==> src/sv/sto_pkg.sv <==
// sto_pkg: shared widths, reset values, register indexes and control structs
// for the silence timeout detector. no dependencies.
`default_nettype none

package sto_pkg;

  localparam int MAX_CHUNK_SAMPLES_DEF = 4096;

  localparam int SAMPLE_W = 16;
  localparam int MAG_W    = 15;
  localparam int RATE_W   = 18;
  localparam int CHAN_W   = 4;
  localparam int TMO_W    = 16;
  localparam int QUIET_W  = 15;
  localparam int ACC_W    = 17;

  localparam int APB_AW = 4;
  localparam int APB_DW = 32;

  localparam int MS_PER_S = 1000;

  localparam logic [RATE_W-1:0]  RATE_DEFAULT  = RATE_W'(16000);
  localparam logic [CHAN_W-1:0]  CHAN_DEFAULT  = CHAN_W'(1);
  localparam logic [TMO_W-1:0]   TMO_DEFAULT   = TMO_W'(1200);
  localparam logic [QUIET_W-1:0] QUIET_DEFAULT = QUIET_W'(500);

  typedef enum logic [1:0] {
    REG_RATE  = 2'd0,
    REG_CHAN  = 2'd1,
    REG_TMO   = 2'd2,
    REG_QUIET = 2'd3
  } reg_idx_t;

  typedef struct packed {
    logic start;
  } div_ctrl_t;

  typedef struct packed {
    logic busy;
    logic done;
  } div_stat_t;

endpackage

`default_nettype wire

==> src/sv/sto_divider.sv <==
// sto_divider: restoring divider, one quotient bit per cycle.
// dividend is left aligned, steps gives the quotient bits. uses sto_pkg.
`default_nettype none

module sto_divider #(
  parameter int DW = 23,
  parameter int VW = 18
) (
  input  wire logic                      clk,
  input  wire logic                      rst_n,
  input  wire sto_pkg::div_ctrl_t        ctrl,
  input  wire logic [DW-1:0]             dividend,
  input  wire logic [VW-1:0]             divisor,
  input  wire logic [$clog2(DW+1)-1:0]   steps,
  output sto_pkg::div_stat_t             stat,
  output logic [DW-1:0]                  quotient
);
  import sto_pkg::*;

  localparam int SW = $clog2(DW + 1);

  logic [VW-1:0] rem_r;
  logic [DW-1:0] quo_r;
  logic [VW-1:0] dvs_r;
  logic [SW-1:0] cnt_r;
  logic          done_r;

  logic [VW:0]   trial;
  logic          ge;
  logic [VW-1:0] rem_nxt;

  always_comb begin
    trial   = {rem_r, quo_r[DW-1]};
    ge      = trial >= {1'b0, dvs_r};
    rem_nxt = ge ? VW'(trial - {1'b0, dvs_r}) : trial[VW-1:0];
  end

  always_ff @(posedge clk) begin
    if (!rst_n) begin
      cnt_r  <= '0;
      done_r <= 1'b0;
    end else begin
      done_r <= 1'b0;
      if (ctrl.start) begin
        cnt_r <= steps;
        rem_r <= '0;
        quo_r <= dividend;
        dvs_r <= divisor;
      end else if (cnt_r != '0) begin
        rem_r <= rem_nxt;
        quo_r <= {quo_r[DW-2:0], ge};
        cnt_r <= cnt_r - SW'(1);
        if (cnt_r == SW'(1)) begin
          done_r <= 1'b1;
        end
      end
    end
  end

  assign stat.busy = (cnt_r != '0);
  assign stat.done = done_r;
  assign quotient  = quo_r;

endmodule

`default_nettype wire

==> src/sv/silence_timeout_detector.sv <==
// silence_timeout_detector: chunk peak and sample count, chunk duration in ms,
// silence accumulator with timeout. uses sto_pkg and sto_divider.
//
//  channel | ports                                   | handshake
//  --------+-----------------------------------------+-----------------------
//  input   | in_sample, in_chunk_end, in_uploading   | in_valid / in_stall
//  result  | out_timeout_hit, out_chunk_silent,      | out_valid / out_stall
//          | out_silence_total_ms                    |
//  config  | psel penable pwrite paddr pwdata prdata | pready always high
//
// an item that does not end a chunk is taken back to back while in_stall is low.
// a chunk-end item runs two divisions on the shared serial divider, one bit
// a cycle: in_stall stays high from the accept through both divisions until
// the result is loaded into the output register.
// a result waiting in the output register does not stop new samples; the next
// chunk end then waits after its divisions until that result is taken.
// rst_n is synchronous; it clears chunk state and the accumulator and returns config to its defaults.
`default_nettype none

module silence_timeout_detector #(
  parameter int MAX_CHUNK_SAMPLES = sto_pkg::MAX_CHUNK_SAMPLES_DEF
) (
  input  wire logic                           clk,
  input  wire logic                           rst_n,
  input  wire logic                           in_valid,
  output logic                                in_stall,
  input  wire logic signed [sto_pkg::SAMPLE_W-1:0] in_sample,
  input  wire logic                           in_chunk_end,
  input  wire logic                           in_uploading,
  output logic                                out_valid,
  input  wire logic                           out_stall,
  output logic                                out_timeout_hit,
  output logic                                out_chunk_silent,
  output logic [sto_pkg::ACC_W-1:0]           out_silence_total_ms,
  input  wire logic                           psel,
  input  wire logic                           penable,
  input  wire logic                           pwrite,
  input  wire logic [sto_pkg::APB_AW-1:0]     paddr,
  input  wire logic [sto_pkg::APB_DW-1:0]     pwdata,
  output logic [sto_pkg::APB_DW-1:0]          prdata,
  output logic                                pready
);
  import sto_pkg::*;

  localparam int CNTW  = (MAX_CHUNK_SAMPLES > 1) ? $clog2(MAX_CHUNK_SAMPLES) : 1;
  localparam int TOTW  = $clog2(MAX_CHUNK_SAMPLES + 1);
  localparam int PRODW = $clog2(MAX_CHUNK_SAMPLES * MS_PER_S + 1);
  localparam int SUMW  = ((PRODW > ACC_W) ? PRODW : ACC_W) + 1;
  localparam int DSW   = $clog2(PRODW + 1);

  typedef enum logic [2:0] {
    S_IDLE,
    S_DIV1,
    S_MUL,
    S_DIV2,
    S_POST
  } state_t;

  // configuration
  logic [RATE_W-1:0]  rate_r;
  logic [CHAN_W-1:0]  chan_r;
  logic [TMO_W-1:0]   tmo_r;
  logic [QUIET_W-1:0] quiet_r;
  reg_idx_t           reg_idx;
  logic               cfg_wr;

  assign reg_idx = reg_idx_t'(paddr[3:2]);
  assign cfg_wr  = psel && penable && pwrite && pready;
  assign pready  = 1'b1;

  always_ff @(posedge clk) begin
    if (!rst_n) begin
      rate_r  <= RATE_DEFAULT;
      chan_r  <= CHAN_DEFAULT;
      tmo_r   <= TMO_DEFAULT;
      quiet_r <= QUIET_DEFAULT;
    end else if (cfg_wr) begin
      case (reg_idx)
        REG_RATE:  rate_r  <= pwdata[RATE_W-1:0];
        REG_CHAN:  chan_r  <= pwdata[CHAN_W-1:0];
        REG_TMO:   tmo_r   <= pwdata[TMO_W-1:0];
        REG_QUIET: quiet_r <= pwdata[QUIET_W-1:0];
        default:   ;
      endcase
    end
  end

  always_comb begin
    case (reg_idx)
      REG_RATE:  prdata = APB_DW'(rate_r);
      REG_CHAN:  prdata = APB_DW'(chan_r);
      REG_TMO:   prdata = APB_DW'(tmo_r);
      REG_QUIET: prdata = APB_DW'(quiet_r);
      default:   prdata = '0;
    endcase
  end

  // datapath
  state_t             state_r;
  logic [MAG_W-1:0]   peak_r;
  logic [CNTW-1:0]    cnt_r;
  logic [ACC_W-1:0]   acc_r;
  logic               silent_r;
  logic               active_r;
  logic [PRODW-1:0]   prod_r;
  logic [PRODW-1:0]   dur_r;
  logic               out_valid_r;
  logic               out_hit_r;
  logic               out_silent_r;
  logic [ACC_W-1:0]   out_total_r;

  div_ctrl_t          div_ctrl_r;
  logic [PRODW-1:0]   div_dvd_r;
  logic [RATE_W-1:0]  div_dvs_r;
  logic [DSW-1:0]     div_steps_r;
  div_stat_t          div_st;
  logic [PRODW-1:0]   div_quo;

  logic [SAMPLE_W-1:0] neg;
  logic [MAG_W-1:0]   mag;
  logic [MAG_W-1:0]   peak_new;
  logic [TOTW-1:0]    total;
  logic [TOTW-1:0]    frames;
  logic [RATE_W-1:0]  rate_eff;
  logic [CHAN_W-1:0]  chan_eff;
  logic [SUMW-1:0]    acc_sum;
  logic               hit;
  logic               accept;
  logic               out_free;

  assign accept   = in_valid && !in_stall;
  assign in_stall = (state_r != S_IDLE);
  assign out_free = !out_valid_r || !out_stall;

  always_comb begin
    neg = SAMPLE_W'(~in_sample + SAMPLE_W'(1));
    if (!in_sample[SAMPLE_W-1]) begin
      mag = in_sample[MAG_W-1:0];
    end else if (neg[SAMPLE_W-1]) begin
      // most negative sample saturates
      mag = '1;
    end else begin
      mag = neg[MAG_W-1:0];
    end
    peak_new = (peak_r > mag) ? peak_r : mag;
    total    = TOTW'(cnt_r) + TOTW'(1);
    frames   = div_quo[TOTW-1:0];
    rate_eff = (rate_r == '0) ? RATE_DEFAULT : rate_r;
    chan_eff = (chan_r == '0) ? CHAN_DEFAULT : chan_r;
    acc_sum  = SUMW'(acc_r) + SUMW'(dur_r);
    hit      = (acc_sum >= SUMW'(tmo_r));
  end

  always_ff @(posedge clk) begin
    if (!rst_n) begin
      state_r     <= S_IDLE;
      peak_r      <= '0;
      cnt_r       <= '0;
      acc_r       <= '0;
      div_ctrl_r  <= '0;
      out_valid_r <= 1'b0;
    end else begin
      div_ctrl_r.start <= (state_r == S_MUL) || (accept && in_chunk_end);
      if ((state_r == S_POST) && out_free) begin
        out_valid_r <= 1'b1;
      end else if (!out_stall) begin
        out_valid_r <= 1'b0;
      end
      case (state_r)
        S_IDLE: begin
          if (accept) begin
            if (!in_chunk_end) begin
              peak_r <= peak_new;
              if (cnt_r < CNTW'(MAX_CHUNK_SAMPLES - 1)) begin
                cnt_r <= cnt_r + CNTW'(1);
              end
            end else begin
              silent_r         <= (peak_new <= quiet_r);
              active_r         <= in_uploading;
              peak_r           <= '0;
              cnt_r            <= '0;
              div_dvd_r        <= {total, {(PRODW-TOTW){1'b0}}};
              div_dvs_r        <= RATE_W'(chan_eff);
              div_steps_r      <= DSW'(TOTW);
              state_r          <= S_DIV1;
            end
          end
        end
        S_DIV1: begin
          if (div_st.done) begin
            prod_r  <= PRODW'({{(PRODW-TOTW){1'b0}}, frames} * PRODW'(MS_PER_S));
            state_r <= S_MUL;
          end
        end
        S_MUL: begin
          div_dvd_r        <= prod_r;
          div_dvs_r        <= rate_eff;
          div_steps_r      <= DSW'(PRODW);
          state_r          <= S_DIV2;
        end
        S_DIV2: begin
          if (div_st.done) begin
            dur_r   <= div_quo;
            state_r <= S_POST;
          end
        end
        S_POST: begin
          if (out_free) begin
            out_silent_r <= silent_r;
            if (active_r && (tmo_r != '0) && silent_r) begin
              out_hit_r   <= hit;
              out_total_r <= hit ? '0 : acc_sum[ACC_W-1:0];
              acc_r       <= hit ? '0 : acc_sum[ACC_W-1:0];
            end else begin
              out_hit_r   <= 1'b0;
              out_total_r <= '0;
              acc_r       <= '0;
            end
            state_r <= S_IDLE;
          end
        end
        default: state_r <= S_IDLE;
      endcase
    end
  end

  sto_divider #(
    .DW (PRODW),
    .VW (RATE_W)
  ) u_div (
    .clk      (clk),
    .rst_n    (rst_n),
    .ctrl     (div_ctrl_r),
    .dividend (div_dvd_r),
    .divisor  (div_dvs_r),
    .steps    (div_steps_r),
    .stat     (div_st),
    .quotient (div_quo)
  );

  assign out_valid            = out_valid_r;
  assign out_timeout_hit      = out_hit_r;
  assign out_chunk_silent     = out_silent_r;
  assign out_silence_total_ms = out_total_r;

  // checks
  a_result_from_post: assert property (@(posedge clk) disable iff (!rst_n)
    $rose(out_valid_r) |-> $past(state_r == S_POST))
    else $error("result raised outside post state");

  a_hit_clears_acc: assert property (@(posedge clk) disable iff (!rst_n)
    (out_valid_r && out_hit_r) |-> (out_total_r == '0 && acc_r == '0))
    else $error("timeout item with nonzero accumulator");

  a_div_idle: assert property (@(posedge clk) disable iff (!rst_n)
    (state_r == S_IDLE || state_r == S_POST) |-> !div_st.busy)
    else $error("divider busy while sequencer idle");

  a_cnt_bound: assert property (@(posedge clk) disable iff (!rst_n)
    cnt_r <= CNTW'(MAX_CHUNK_SAMPLES - 1))
    else $error("sample count beyond saturation");

endmodule

`default_nettype wire
==> config.mk <==
export PLATFORM = sky130hd
export DESIGN_NAME = silence_timeout_detector
export DESIGN_NICKNAME = d
export VERILOG_FILES = /design/src/sv/sto_pkg.sv /design/src/sv/sto_divider.sv /design/src/sv/silence_timeout_detector.sv
export SDC_FILE = /design/constraint.sdc
export NUM_CORES = 1
export LEC_CHECK = 0
export BUFFER_PORTS_ARGS = -buffer_cell sky130_fd_sc_hd__buf_2
export CAP_MARGIN = 0
export CORE_UTILIZATION = 45
export CTS_BUF_LIST = sky130_fd_sc_hd__clkbuf_4
export CTS_CLUSTER_DIAMETER = 50
export DETAILED_ROUTE_END_ITERATION = 8
export HOLD_SLACK_MARGIN = 0.12
export PLACE_DENSITY = 0.69
export SETUP_SLACK_MARGIN = 0.5
export SKIP_CTS_REPAIR_TIMING = 1
export SYNTH_ARGS = -nofsm -noshare
export SYNTH_HDL_FRONTEND = slang
export SYNTH_HIERARCHICAL = 1
export SYNTH_SLANG_ARGS = --single-unit
==> constraint.sdc <==
create_clock -name clk -period 14.8 [get_ports clk]
set_clock_uncertainty 0.05 [all_clocks]
set_input_delay 0.74 -clock clk [delete_from_list [all_inputs] [get_ports clk]]
set_output_delay 0.74 -clock clk [all_outputs]
set_load 0.05 [all_outputs]
==> run_results.csv <==
group,metric,value,unit
run_status,status,"finished clean",
clock_network,clk_pin_slew,0.07,ns
clock_network,root_buffer,"clkbuf_4",
layout,final-seq-area,6938,µm²
drt,firstDrtPassIters,5,
critical_path,arrival,6.91,ns
clock_network,cts.sinks,267,
global_route,grt_pass1_vias,11683,
placed_design,pre_cts_ws,7.559,ns
critical_path,critPathCaptureType,"flop",
clock_network,cts_buffer_depth,3,
layout,drive_gt1_frac,0.1626,
drt,detail_route.wl_per_cell,16.64,µm
clock_network,cts_tree,"built",
placed_design,hpwl,27380,µm
synth,synth.top_cell.area_share,0.2953,
power,power.density,265.8,nW/µm²
drt,drtIter0Drc,810,
drt,remaining_drc_errors,0,
synth,seq_area_frac_synth,0.4291,
layout,layout.nets,1935,
drt,viasPerCell,5.424,
critical_path,reg2reg_depth,14,
drt,ant_nets,0,
power,p_leak,7.331,nW
critical_path,rr_endpoint,"prod_r[20]",
synth,synthTopCellsByArea,"edfxtp_1, dfxtp_1, ha_1",
synth,syn_inst,1587,
power,ir_drop,0.4890,mV
synth,syn_area_per_cell,10.19,µm²
timing,fmax,0.1542,GHz
timing,drv_slew,0,
drt,routed_wl,36900,µm
global_route,grtUsageMet3,0.03910,
timing,setup_viol,0,
synth,ys_warn_count,6,
run,max-cap-violations,0,
placed_design,io_buffers,83,
floorplanning,die_x,191.5,µm
global_route,use_met2,0.3297,
timing,finalCritPeriodShare,0.4383,
critical_path,crit-reg2reg-launch,"u_div/quotient[0]",
timing,setup-tns-final,0,ns
timing,relSlewSlack,0.1865,
clock_network,htree_levels,3,
layout,multiInputGateArea,8547,µm²
clock_network,worstSkewPairLatency,0.71,ns
synth,syn-cell-area,16170,µm²
critical_path,critPathLaunchType,"input port",
critical_path,crit_required,15.23,ns
synth,synth_commonest_cells,"nand2_1, edfxtp_1, ha_1",
global_route,track_usage,0.2053,
clock_network,numCtsBuffers,73,
min_path,worstHoldPathType,"in -> reg",
global_route,grt.met1_usage,0.2710,
synth,synth_edf_count,159,
floorplanning,dieArea,36690,µm²
floorplanning,dieHeight,191.5,µm
floorplanning,core,35480,µm²
min_path,holdPathStages,1,
timing,tightest_slew,1.216,ns
synth,ys.flop_type,"edfxtp_1",
placed_design,gp_congestion,0.8971,
timing,period_needed,6.487,ns
global_route,grt_overflow_total,0,
global_route,grt.busiest_layer,"met2",
synth,async_flop_share,0,
critical_path,path_max_fanout,17,
global_route,grt_max_degree,83,
global_route,grt_pass1_wl,59420,µm
timing,fin_ws,8.313,ns
critical_path,crit_type,"in -> reg",
synth,synth_top_cell_by_area,"edfxtp_1",
critical_path,r2r_setup_slack,9.73,ns
synth,synth-seq-cells,267,
synth,synthDistinctLibCells,77,
floorplanning,rows,69,
floorplanning,initial_core_util,0.4556,
floorplanning,ios,115,
timing,hold_viol,0,
global_route,grt_antenna_before_repair,2,
min_path,min_to,"active_r",
layout,nFillCells,3195,
synth,yosysMostFrequentCell,"nand2_1",
min_path,min_from,"in_uploading",
drt,num_vias,12024,
layout,syn2layout_area_growth,10.77,%
timing,rsz0062_at_grt,"no",
[sequential cells by signal, indices dropped and copies added, names as in the netlist, 18 cells and up]
signal / flops
div_dvs_r: 18
div_dvd_r: 19
u_div/dvs_r: 18
u_div/quotient: 22
u_div/rem_r: 18
prod_r: 19
dur_r: 22
rate_r: 18
[worst max-delay path by stage]
stage,startpoint,end,depth (start not counted)
after floorplan,in_sample[1],silent_r,26
after global placement,in_sample[1],silent_r,26
after detailed placement,in_sample[1],silent_r,26
after CTS,in_sample[1],silent_r,26
after global routing,in_sample[2],silent_r,25
final,in_sample[1],silent_r,26
[metrics by stage]
step	hold slack, ns	std cells	util	cell area, µm²	power (mW)
floorplan	0.3503	1605	-	16230	3.456
global placement	0.3509	2087	0.4777	16950	4.017
detailed placement	0.3545	2087	0.4777	16950	4.093
CTS	0.1801	2214	0.5045	17900	4.826
global route	0.1968	2215	0.5045	17900	5.228
finish	0.2474	2217	0.5047	17910	4.759
[report_power, final]
group	internal (mW)	leakage (nW)	switching (mW)
logic	1.31	4.42	1.63
clock network	0.373	0.569	0.306
registers	1.06	2.35	0.0789
[critical path, cell delays in order]
cell and delay (ns):
buf_2 0.11, or3_1 0.42, or4_4 0.48, nor4b_4 0.37, nor3b_4 0.51, nand2b_1 0.27
o21ai_0 0.10, o21ai_1 0.15, inv_1 0.07, ha_1 0.18, a21o_1 0.15, a21o_1 0.17
a221o_1 0.28, a221oi_1 0.34, o211ai_1 0.19, nand2_2 0.37, mux2_2 0.40, ha_1 0.29
nor2b_1 0.14, o21a_1 0.16, o21a_1 0.16, o21a_1 0.16, o21a_1 0.16, o211ai_1 0.15
a211oi_1 0.09, o31ai_1 0.28
[cells by family after synthesis]
logic type / Yosys count / synth area share
AO/OA/AOI/OAI: 381 / 0.1554
AND/OR/NAND/NOR: 482 / 0.1472
XOR/XNOR: 56 / 0.03034
multiplexers: 47 / 0.03537
other: 2 / 0.0004645
adder cells (fa/ha/maj): 173 / 0.1543
flip-flops: 267 / 0.4291
buffers and inverters: 179 / 0.04783
[layer usage]
layer	vias to the layer above	part of all wire
met5	-	0.00035
met4	2	0.028
met3	73	0.052
met2	304	0.47
met1	5710	0.45
li1	5935	-
[area by class of cell]
cell class                 instances  area share
inverter                         108     0.02264
multi-input combinational       1159      0.4773
clock buffer                     110     0.04612
timing repair buffer              92     0.02697
clock inverter                    17    0.006917
tap                              461     0.03221
antenna                            3   0.0004192
sequential                       267      0.3874
[placed cells by master, fill, tap and decap left out, types with 13 or more instances in the layout]
| master | count |
|---|---|
| o211ai_1 | 22 |
| a21oi_1 | 73 |
| fa_1 | 44 |
| inv_1 | 108 |
| xor2_1 | 16 |
| xnor2_1 | 40 |
| buf_2 | 83 |
| o21a_1 | 14 |
| ha_1 | 129 |
| nand3_1 | 36 |
| o21ai_0 | 97 |
| edfxtp_1 | 159 |
| a21boi_0 | 42 |
| clkbuf_4 | 110 |
| nand2_1 | 186 |
| conb_1 | 20 |
| a211oi_1 | 15 |
| nor2_1 | 81 |
| nand4_1 | 13 |
| and3_1 | 18 |
| a21o_1 | 25 |
| dfxtp_1 | 107 |
| nor3_1 | 23 |
| a22o_1 | 39 |
| mux2_2 | 33 |
| nor2b_1 | 26 |
| and2_1 | 26 |
Note: power is estimated with default switching activity, not from simulation.
